### config.mk
export PLATFORM = sky130hd
export DESIGN_NAME = chaotic_dual_lfo_step
export DESIGN_NICKNAME = d
export VERILOG_FILES = /design/src/cdl_pkg.sv /design/src/cdl_div.sv /design/src/cdl_mul.sv /design/src/chaotic_dual_lfo_step.sv
export SDC_FILE = /design/constraint.sdc
export NUM_CORES = 2
export LEC_CHECK = 0
export BUFFER_PORTS_ARGS = -buffer_cell sky130_fd_sc_hd__buf_2
export CORE_MARGIN = 1
export CORE_UTILIZATION = 40
export CTS_CLUSTER_SIZE = 28
export DETAILED_ROUTE_END_ITERATION = 8
export GPL_TIMING_DRIVEN = 0
export HOLD_SLACK_MARGIN = 0.05
export PLACE_DENSITY = 0.59
export RECOVER_POWER = 50
export SYNTH_ARGS = -nofsm -noshare
export SYNTH_HDL_FRONTEND = slang
export SYNTH_SLANG_ARGS = --single-unit
export TNS_END_PERCENT = 50
### constraint.sdc
create_clock -name clk -period 13.1 [get_ports clk]
set_input_delay 2.62 -clock clk [delete_from_list [all_inputs] [get_ports clk]]
set_output_delay 2.62 -clock clk [all_outputs]
set_load 0.03 [all_outputs]
### src/cdl_pkg.sv
// Shared types and constants for the chaotic dual LFO step block.
// Used by cdl_div, cdl_mul and chaotic_dual_lfo_step; depends on nothing.
package cdl_pkg;

  typedef struct packed {
    logic        [23:0] phase_increment;
    logic signed [15:0] clock_level;
    logic               clock_present;
    logic signed [15:0] character_cv;
  } item_t;

  typedef struct packed {
    logic signed [15:0] out_a;
    logic signed [15:0] out_b;
    logic               step_trigger;
  } res_t;

  typedef enum logic [2:0] {
    REG_CHARACTER = 3'd0,
    REG_GLIDE     = 3'd1,
    REG_SPREAD    = 3'd2,
    REG_DEPTH     = 3'd3,
    REG_CLK_LOW   = 3'd4,
    REG_CLK_HIGH  = 3'd5,
    REG_MIN_INC   = 3'd6,
    REG_MAX_INC   = 3'd7
  } cfg_reg_t;

  localparam int MUL_W  = 33;
  localparam int PROD_W = 2 * MUL_W;

  localparam logic [7:0]  PULSE_SAMPLES = 8'd48;
  localparam logic [31:0] R_BASE   = 32'd3865470566;
  localparam logic [28:0] R_SPAN   = 29'd418759311;
  localparam logic [31:0] R_RESET  = 32'd4080218931;
  localparam logic [31:0] SEED_A   = 32'd1331439862;
  localparam logic [31:0] SEED_B   = 32'd2877628088;
  localparam logic [31:0] MAP_LO   = 32'd4295;
  localparam logic [31:0] MAP_HI   = 32'd4294962001;
  localparam logic [24:0] ONE_Q24  = 25'h1000000;
  localparam logic [15:0] SHAPE_MIN = 16'd6;
  // ceil(2^23 / 10): exact quotient by ten for values below 2^22
  localparam logic [19:0] RECIP10  = 20'd838861;
  localparam logic [16:0] T_ONE    = 17'd65536;
  localparam logic [17:0] SMOOTH_K = 18'd196608;
  localparam logic [4:0]  DIV_STEPS = 5'd16;

  typedef struct packed {
    logic start;
  } div_ctl_t;

  typedef struct packed {
    logic busy;
    logic done;
  } div_sts_t;

endpackage

### src/cdl_div.sv
// Restoring divider, one quotient bit per cycle, for the glide ramp.
// Depends on cdl_pkg; caller guarantees the quotient fits 16 bits.
module cdl_div (
  input  logic               clk,
  input  logic               rst,
  input  cdl_pkg::div_ctl_t  ctl,
  input  logic [31:0]        num,
  input  logic [15:0]        den,
  output cdl_pkg::div_sts_t  sts,
  output logic [15:0]        quot
);

  logic [15:0] rem;
  logic [15:0] low;
  logic [4:0]  cnt;
  logic        busy;
  logic        done;
  logic [16:0] trial;
  logic        fits;

  assign trial = {rem, low[15]};
  assign fits  = trial >= {1'b0, den};

  always_ff @(posedge clk) begin
    if (rst) begin
      busy <= 1'b0;
      done <= 1'b0;
      cnt  <= '0;
    end else begin
      done <= 1'b0;
      if (ctl.start) begin
        rem  <= num[31:16];
        low  <= num[15:0];
        quot <= '0;
        cnt  <= cdl_pkg::DIV_STEPS;
        busy <= 1'b1;
      end else if (busy) begin
        rem  <= fits ? 16'(trial - {1'b0, den}) : trial[15:0];
        low  <= {low[14:0], 1'b0};
        quot <= {quot[14:0], fits};
        cnt  <= cnt - 5'd1;
        if (cnt == 5'd1) begin
          busy <= 1'b0;
          done <= 1'b1;
        end
      end
    end
  end

  assign sts.busy = busy;
  assign sts.done = done;

endmodule

### src/cdl_mul.sv
// Shared signed multiplier with a registered product.
// Depends on cdl_pkg for the operand width.
module cdl_mul (
  input  logic                               clk,
  input  logic signed [cdl_pkg::MUL_W-1:0]   op_a,
  input  logic signed [cdl_pkg::MUL_W-1:0]   op_b,
  output logic signed [cdl_pkg::PROD_W-1:0]  prod
);

  always_ff @(posedge clk) begin
    prod <= op_a * op_b;
  end

endmodule

### src/chaotic_dual_lfo_step.sv
// Chaotic dual LFO step: sequencer around one shared multiplier and a divider.
// Depends on cdl_pkg, cdl_mul and cdl_div.
//
//  channel | signals                         | payload
//  item    | item_valid, item_ready          | item (cdl_pkg::item_t)
//  res     | res_valid, res_ready            | res  (cdl_pkg::res_t)
//  cfg     | cfg_valid, cfg_ready            | cfg_index, cfg_data
//
// An item passes S_CV, S_CH and S_R; with a step it then iterates both maps (S_SQ, S_P,
// S_RP, S_WB for each) before S_GL, without one it goes straight to S_GL. When the glide
// needs the divider S_DIV follows; then S_TT through S_BD, and S_OUT offers the result.
// After reset the maps are iterated twice before the first transfer.
// One item is in work at a time; a held result stalls only the final state, S_OUT.
// Config writes are always taken.
module chaotic_dual_lfo_step (
  input  logic                clk,
  input  logic                rst,
  input  logic                item_valid,
  output logic                item_ready,
  input  cdl_pkg::item_t      item,
  output logic                res_valid,
  input  logic                res_ready,
  output cdl_pkg::res_t       res,
  input  logic                cfg_valid,
  output logic                cfg_ready,
  input  logic [2:0]          cfg_index,
  input  logic [23:0]         cfg_data
);

  typedef enum logic [4:0] {
    S_INIT, S_IDLE, S_CV, S_CH, S_R, S_SQ, S_P, S_RP, S_WB, S_GL, S_DIV,
    S_TT, S_T2, S_S, S_MA, S_MB, S_MS, S_SP, S_BN, S_BD, S_OUT
  } state_t;

  state_t state;

  logic        [15:0] character_knob, glide_shape, spread_amount, depth_amount;
  logic signed [15:0] clock_low_threshold, clock_high_threshold;
  logic        [23:0] min_increment, max_increment;

  logic [24:0]        phase_acc;
  logic [31:0]        map_a, map_b;
  logic signed [15:0] prev_val_a, next_val_a, prev_val_b, next_val_b;
  logic               schmitt_high;
  logic [7:0]         pulse_left;

  cdl_pkg::item_t     cur;
  logic               step_r, trig, sel, booting, init_pass;
  logic [31:0]        r, p;
  logic [16:0]        t, s;
  logic signed [15:0] a_norm, b_free, b_norm, oa;

  logic signed [cdl_pkg::MUL_W-1:0]  mul_a, mul_b;
  logic signed [cdl_pkg::PROD_W-1:0] prod;

  cdl_pkg::div_ctl_t div_ctl;
  cdl_pkg::div_sts_t div_sts;
  logic [15:0]       div_q;

  // Phase, clock and pulse update
  logic [23:0] inc_lo, inc_c;
  logic [24:0] sum, phase_next;
  logic        step_next, sh_next;
  logic [7:0]  pulse_set, pulse_next;
  logic [15:0] cv_abs;
  logic [19:0] cv_mag;

  always_comb begin
    inc_lo     = (cur.phase_increment < min_increment) ? min_increment : cur.phase_increment;
    inc_c      = (inc_lo > max_increment) ? max_increment : inc_lo;
    sum        = phase_acc + {1'b0, inc_c};
    phase_next = sum;
    step_next  = 1'b0;
    sh_next    = schmitt_high;
    if (cur.clock_present) begin
      if (schmitt_high) begin
        if (cur.clock_level <= clock_low_threshold) sh_next = 1'b0;
      end else if (cur.clock_level >= clock_high_threshold) begin
        sh_next    = 1'b1;
        step_next  = 1'b1;
        phase_next = '0;
      end
      if (phase_next > cdl_pkg::ONE_Q24) phase_next = cdl_pkg::ONE_Q24;
    end else if (sum >= cdl_pkg::ONE_Q24) begin
      phase_next = sum - cdl_pkg::ONE_Q24;
      step_next  = 1'b1;
    end
    pulse_set  = step_next ? cdl_pkg::PULSE_SAMPLES : pulse_left;
    pulse_next = (pulse_set != 8'd0) ? pulse_set - 8'd1 : 8'd0;
    cv_abs     = cur.character_cv[15] ? 16'(-cur.character_cv) : cur.character_cv;
    cv_mag     = {cv_abs, 4'b0};
  end

  // Character, clamped to [0, 1.0]
  logic [15:0]        cv_q;
  logic signed [17:0] ch_raw;
  logic [16:0]        ch;

  always_comb begin
    cv_q   = prod[38:23];
    ch_raw = cur.character_cv[15] ? $signed({2'b0, character_knob}) - $signed({2'b0, cv_q})
                                  : $signed({2'b0, character_knob}) + $signed({2'b0, cv_q});
    if (ch_raw < 0)                 ch = '0;
    else if (ch_raw > 18'sd65536)   ch = cdl_pkg::T_ONE;
    else                            ch = ch_raw[16:0];
  end

  logic [31:0] x_cur, x_new, p_new;
  logic signed [15:0] bip;
  logic [24:0] frac;
  logic signed [16:0] d_a, d_b, d_ab;

  always_comb begin
    x_cur = sel ? map_b : map_a;
    p_new = x_cur - 32'((prod[63:0] + 64'hFFFF_FFFF) >> 32);
    x_new = prod[61:30];
    bip   = $signed({~x_new[31], x_new[30:16]});
    frac  = (phase_acc > cdl_pkg::ONE_Q24) ? cdl_pkg::ONE_Q24 : phase_acc;
    d_a   = 17'(next_val_a) - 17'(prev_val_a);
    d_b   = 17'(next_val_b) - 17'(prev_val_b);
    d_ab  = 17'(b_free) - 17'(a_norm);
  end

  always_comb begin
    mul_a = '0;
    mul_b = '0;
    case (state)
      S_CV: begin
        mul_a = $signed({13'b0, cv_mag});
        mul_b = $signed({13'b0, cdl_pkg::RECIP10});
      end
      S_CH: begin
        mul_a = $signed({16'b0, ch});
        mul_b = $signed({4'b0, cdl_pkg::R_SPAN});
      end
      S_SQ: begin
        mul_a = $signed({1'b0, x_cur});
        mul_b = $signed({1'b0, x_cur});
      end
      S_RP: begin
        mul_a = $signed({1'b0, r});
        mul_b = $signed({1'b0, p});
      end
      S_TT: begin
        mul_a = $signed({16'b0, t});
        mul_b = $signed({16'b0, t});
      end
      S_T2: begin
        mul_a = $signed({16'b0, prod[32:16]});
        mul_b = $signed({15'b0, 18'(cdl_pkg::SMOOTH_K - {t, 1'b0})});
      end
      S_MA: begin
        mul_a = 33'(d_a);
        mul_b = $signed({16'b0, s});
      end
      S_MB: begin
        mul_a = 33'(d_b);
        mul_b = $signed({16'b0, s});
      end
      S_MS: begin
        mul_a = 33'(a_norm);
        mul_b = $signed({17'b0, depth_amount});
      end
      S_SP: begin
        mul_a = 33'(d_ab);
        mul_b = $signed({17'b0, spread_amount});
      end
      S_BD, S_OUT: begin
        mul_a = 33'(b_norm);
        mul_b = $signed({17'b0, depth_amount});
      end
      default: ;
    endcase
  end

  logic glide_full;
  assign glide_full = (glide_shape <= cdl_pkg::SHAPE_MIN) || (frac >= {1'b0, glide_shape, 8'h0});
  assign div_ctl.start = (state == S_GL) && !glide_full;

  cdl_mul u_mul (
    .clk  (clk),
    .op_a (mul_a),
    .op_b (mul_b),
    .prod (prod)
  );

  cdl_div u_div (
    .clk  (clk),
    .rst  (rst),
    .ctl  (div_ctl),
    .num  ({frac[23:0], 8'h0}),
    .den  (glide_shape),
    .sts  (div_sts),
    .quot (div_q)
  );

  assign item_ready = (state == S_IDLE);
  assign cfg_ready  = 1'b1;

  always_ff @(posedge clk) begin
    if (rst) begin
      state                <= S_INIT;
      character_knob       <= '0;
      glide_shape          <= '0;
      spread_amount        <= '0;
      depth_amount         <= 16'hFFFF;
      clock_low_threshold  <= 16'sd410;
      clock_high_threshold <= 16'sd4096;
      min_increment        <= 24'd7;
      max_increment        <= 24'd139810;
      phase_acc            <= '0;
      schmitt_high         <= 1'b0;
      pulse_left           <= '0;
      map_a                <= cdl_pkg::SEED_A;
      map_b                <= cdl_pkg::SEED_B;
      r                    <= cdl_pkg::R_RESET;
      sel                  <= 1'b0;
      booting              <= 1'b1;
      init_pass            <= 1'b0;
      res_valid            <= 1'b0;
      step_r               <= 1'b0;
    end else begin
      if (cfg_valid) begin
        case (cdl_pkg::cfg_reg_t'(cfg_index))
          cdl_pkg::REG_CHARACTER: character_knob       <= cfg_data[15:0];
          cdl_pkg::REG_GLIDE:     glide_shape          <= cfg_data[15:0];
          cdl_pkg::REG_SPREAD:    spread_amount        <= cfg_data[15:0];
          cdl_pkg::REG_DEPTH:     depth_amount         <= cfg_data[15:0];
          cdl_pkg::REG_CLK_LOW:   clock_low_threshold  <= $signed(cfg_data[15:0]);
          cdl_pkg::REG_CLK_HIGH:  clock_high_threshold <= $signed(cfg_data[15:0]);
          cdl_pkg::REG_MIN_INC:   min_increment        <= cfg_data;
          cdl_pkg::REG_MAX_INC:   max_increment        <= cfg_data;
          default: ;
        endcase
      end
      if (res_valid && res_ready && state != S_OUT) res_valid <= 1'b0;

      case (state)
        S_INIT: state <= S_SQ;
        S_IDLE: begin
          if (item_valid) begin
            cur   <= item;
            state <= S_CV;
          end
        end
        S_CV: begin
          phase_acc    <= phase_next;
          schmitt_high <= sh_next;
          step_r       <= step_next;
          trig         <= (pulse_set != 8'd0);
          pulse_left   <= pulse_next;
          state        <= S_CH;
        end
        S_CH: state <= S_R;
        S_R: begin
          r <= cdl_pkg::R_BASE + prod[47:16];
          if (step_r) begin
            // reseed a map that has fallen out of the valid range
            if (map_a < cdl_pkg::MAP_LO || map_a > cdl_pkg::MAP_HI) map_a <= cdl_pkg::SEED_A;
            if (map_b < cdl_pkg::MAP_LO || map_b > cdl_pkg::MAP_HI) map_b <= cdl_pkg::SEED_B;
            sel   <= 1'b0;
            state <= S_SQ;
          end else begin
            state <= S_GL;
          end
        end
        S_SQ: state <= S_P;
        S_P: begin
          p     <= p_new;
          state <= S_RP;
        end
        S_RP: state <= S_WB;
        S_WB: begin
          if (sel) map_b <= x_new;
          else     map_a <= x_new;
          if (booting && !init_pass) begin
            if (sel) prev_val_b <= bip;
            else     prev_val_a <= bip;
          end else if (booting) begin
            if (sel) next_val_b <= bip;
            else     next_val_a <= bip;
          end else if (sel) begin
            prev_val_b <= next_val_b;
            next_val_b <= bip;
          end else begin
            prev_val_a <= next_val_a;
            next_val_a <= bip;
          end
          sel <= ~sel;
          if (!sel) begin
            state <= S_SQ;
          end else if (booting && !init_pass) begin
            init_pass <= 1'b1;
            state     <= S_SQ;
          end else if (booting) begin
            booting <= 1'b0;
            state   <= S_IDLE;
          end else begin
            state <= S_GL;
          end
        end
        S_GL: begin
          if (glide_full) begin
            t     <= cdl_pkg::T_ONE;
            state <= S_TT;
          end else begin
            state <= S_DIV;
          end
        end
        S_DIV: begin
          if (div_sts.done) begin
            t     <= {1'b0, div_q};
            state <= S_TT;
          end
        end
        S_TT: state <= S_T2;
        S_T2: state <= S_S;
        S_S: begin
          s     <= prod[32:16];
          state <= S_MA;
        end
        S_MA: state <= S_MB;
        S_MB: begin
          a_norm <= 16'(17'(prev_val_a) + prod[32:16]);
          state  <= S_MS;
        end
        S_MS: begin
          b_free <= 16'(17'(prev_val_b) + prod[32:16]);
          state  <= S_SP;
        end
        S_SP: begin
          oa    <= prod[31:16];
          state <= S_BN;
        end
        S_BN: begin
          b_norm <= 16'(17'(a_norm) + prod[32:16]);
          state  <= S_BD;
        end
        S_BD: state <= S_OUT;
        S_OUT: begin
          // hold until the previous result has been transferred
          if (!res_valid || res_ready) begin
            res.out_a        <= oa;
            res.out_b        <= prod[31:16];
            res.step_trigger <= trig;
            res_valid        <= 1'b1;
            state            <= S_IDLE;
          end
        end
        default: state <= S_IDLE;
      endcase
    end
  end

  a_busy_after_accept: assert property (@(posedge clk) disable iff (rst)
    item_valid && item_ready |=> !item_ready)
    else $error("item taken while previous item in work");

  a_phase_bound: assert property (@(posedge clk) disable iff (rst)
    phase_acc <= cdl_pkg::ONE_Q24)
    else $error("phase accumulator above one cycle");

  a_pulse_bound: assert property (@(posedge clk) disable iff (rst)
    pulse_left < cdl_pkg::PULSE_SAMPLES)
    else $error("pulse counter out of range");

  a_div_done_state: assert property (@(posedge clk) disable iff (rst)
    div_sts.done |-> state == S_DIV)
    else $error("divider finished outside glide division");

  a_div_busy_state: assert property (@(posedge clk) disable iff (rst)
    div_sts.busy |-> state == S_DIV)
    else $error("divider running outside glide division");

endmodule
==> impl_results.md <==
* Status: complete, but fails checks
* Failing checks: capacitance limit, slew limit
* Area occupied by multi-input gates at 0.0521 mm2
* Hold-fix buffers at CTS at 0
* Pwr dens at ~170 mW/mm2
* CTS sink count at 680
* CP Max Fanout at 10
* Fill cells at between 15000 and 20000
* Via count at just over 60000
* GPL Wtd Cong at ~1.1
* Synth Area in XOR/XNOR at 3.30%
* P_leak at approximately 0.036 uW
* Worst Setup Slack, final at ~220 ps
* Global Route Usage Sum at a little under a third
* Hold crit path type: reg2reg
* Reg clk slew, reported paths at ~60 ps
* Synth Area in Simple Gates at 15.3%
* Final slew viol count at 48
* Most used cell, CP: fa_1
* Critical Path Source Type: register
* Final worst path period share at a little over nine tenths
* Die Y at ~440 um
* Final min period at between 10000 and 15000 ps
* Synth Instances at between 8000 and 9000
* Share of cells above drive strength 1 at under 10%
* RR Endpoint: u_mul.prod[51]
* Setup_tns at 0 ps
* Max incr delay on CP at ~630 ps
* Nets at between 10000 and 15000
* Worst skew pair latency at 710 ps
* Design Power at roughly 14000 uW
* Drt initial violations at about 6400
* Final Hold Vio Count at 0
* Synthesis-stage register bit count at 680
* R2R setup slack at between 200 and 250 ps
* Total routed wirelength at slightly below 300000 um
* Core ar. at 0.188 mm2
* Yosys cell types at 100
* Slowest CP cell: dfxtp_1
* CTS tree: yes
* Largest net degree at the start of global routing at 34
* Inst Count DP at 10900
* Post-Synth Adder-Cell Area at a little under two fifths
* Die Span X at roughly 440 um
* Final hold slack at about 420 ps
* First-pass iteration count of the detailed router at 7
* FF-to-FF path depth at 42
* Detail Route Antenna Nets at 0
* WS Path Type: reg2reg
* Number of global-route vias before repair at ~63000
* Synth area leaders: fa_1, edfxtp_1, dfxtp_1, ha_1, inv_1
* Post-synth EDFFs at roughly 330
* Post-synthesis mux area share at under 10%
* Final Non-Filler Cells at 11000
* CP startpoint: u_mul.prod[32]
* Maximum clock rate at 0.0776 GHz
* Worst Setup EP: u_mul.prod[51]
* Max-Cap Viols at 3
* Unrepaired setup endpoints after global routing: false
* Detailed placement HPWL at between 200000 and 250000 um
* Clock Path Buffers at 3
* CTS buffer count at 75
* Antenna violations before repair at 17
* Setup violators final at 0
* Clock Skews at about 50 ps
* Required time of the worst setup path at roughly 14000 ps
* Yosys Warn Count at 0
* I/O Buffers at about 100
* Starting Density at 40.2%
* Num ports at 125
* Maximum vdd drop at a little under 0.3 mV
* Layout overhead on the synthesized area at 9.00%
* Slew @ Worst Pin at between 2000 and 2500 ps
* Area leader, netlist: fa_1
* Die ar. at between 0.15 and 0.2 mm2
* Remaining DRCs at 0
* Crit end category: register
* Primary FF master, synth: dfxtp_1
* Seq. cell area at around 0.017 mm2
* # H-tree levels at 3
* Async SR Flop Fraction at 0%
* Row cnt at approximately 160
* Largest family of logic cells by synthesized area: adder cells
* Root buf cell: clkbuf_16
* Post-synth top area share at about 30%
* Slew headroom at -51.9%
* Compound-Gate Fraction of Synth Area at between 10% and 20%
* GR Overflow Total at 0
* Reg2Reg Launch Point: u_mul.prod[32]
* DP Worst Slack at -683 ps
* CP arrival at about 14000 ps
* Syn avg cell area at 9.17 um2
* Via/cell ratio at between 5 and 6
* Wire length per cell at about 26 um
* Synth Cell Area at ~0.075 mm2
* Register area share after synthesis at 22.3%
* First-pass GRT wire length at 421000 um
-- flip-flops by register name (all words and copies together) (netlist names), 17 cells and up --
| name | flops |
|---|---|
| res | 33 |
| map_b | 32 |
| u_mul.prod | 64 |
| map_a | 32 |
| r | 32 |
| s | 17 |
| min_increment | 24 |
| p | 32 |
| phase_acc | 25 |
| cur | 57 |
| t | 17 |
| max_increment | 24 |
-- cells in the mapped netlist, drive strengths merged, types with 38 or more instances --
cell and n:
inv 1320, nand2 1255, fa 1104, nor2 619, ha 483, a21oi 408
dfxtp 355, edfxtp 325, clkbuf 268, o21ai 227, xnor2 187, a21o 115
buf 115, xor2 97, nor3 96, and2 93, mux2 89, nor2b 89
nand3 87, nand2b 79, a211oi 62, nand4 60, nor4 49, or2 48
mux2i 44, o211ai 44, o21a 38
-- through the flow --
step | utilization (%) | area, um2
floorplan | - | 75600
global placement | 42.2 | 79200
detailed placement | 42.5 | 79700
CTS | 43.9 | 82300
global route | 43.8 | 82300
finish | 43.9 | 82300
-- worst max-delay path, delay by kind of cell, from the launching register on --
kind,cells,cell delay [ps]
flip-flops,1,630
buffers and inverters,11,2000
AND/OR/NAND/NOR,5,1550
adder cells (fa/ha/maj),10,4730
AO/OA/AOI/OAI,15,3670
XOR/XNOR,1,160
-- worst min path at each step --
stage,startpoint,cells past startpoint,to,slack (ps)
after floorplan,trig,0,res[0],400
after global placement,oa[3],0,res[20],400
after detailed placement,oa[0],0,res[17],400
after CTS,oa[2],0,res[19],420
after global routing,oa[2],0,res[19],420
final,oa[11],0,res[28],420
-- cell type report --
| class | instances | share of cell area, % |
|---|---|---|
| timing repair buffer | 143 | 0.999 |
| buffer | 381 | 2.17 |
| clock buffer | 106 | 2.66 |
| inverter | 1320 | 6.02 |
| sequential | 680 | 20.5 |
| clock inverter | 31 | 0.432 |
| antenna | 10 | 0.0304 |
| tap | 2495 | 3.79 |
| multi-input combinational | 5874 | 63.4 |
-- where the power goes --
group / total, uW / leakage, uW / internal (uW) / switching [uW]
clock: 2240 / 0.00124 / 1260 / 981
combinational: 8700 / 0.0293 / 2880 / 5820
sequential: 2940 / 0.00583 / 2530 / 414
total: 13900 / 0.0363 / 6670 / 7210
-- timing repair --
action                                  CTS  global route
pin swaps                                 0             3
endpoints found under the setup margin   19            17
gates resized for setup                  13            35
endpoints found under the hold margin     0             0
setup buffers                             0             4
-- layout by cell type, fill, tap and decap left out, drive strengths merged, types with 227 or more instances in the layout --
cell | netlist | final
inv | 1320 | 1325
a21oi | 408 | 408
fa | 1104 | 1104
edfxtp | 325 | 325
nand2 | 1255 | 1255
ha | 483 | 483
o21ai | 227 | 227
clkbuf | 268 | 408
dfxtp | 355 | 355
nor2 | 619 | 619
-- routing by layer --
layer | part of all wire [%] | up-vias | global-route usage [%]
li1 | - | 27000 | -
met1 | 40 | 31100 | 38.9
met2 | 44 | 2945 | 46.8
met3 | 9.3 | 729 | 6.67
met4 | 6.7 | 10 | 16.9
met5 | 0.020 | - | 0
-- cells by family after synthesis --
family / count (synthesis)
buffers and inverters: 1703
AND/OR/NAND/NOR: 2606
XOR/XNOR: 284
multiplexers: 133
adder cells (fa/ha/maj): 1587
flip-flops: 680
other: 2
AO/OA/AOI/OAI: 1237
Note: power is estimated with default switching activity, not from simulation.
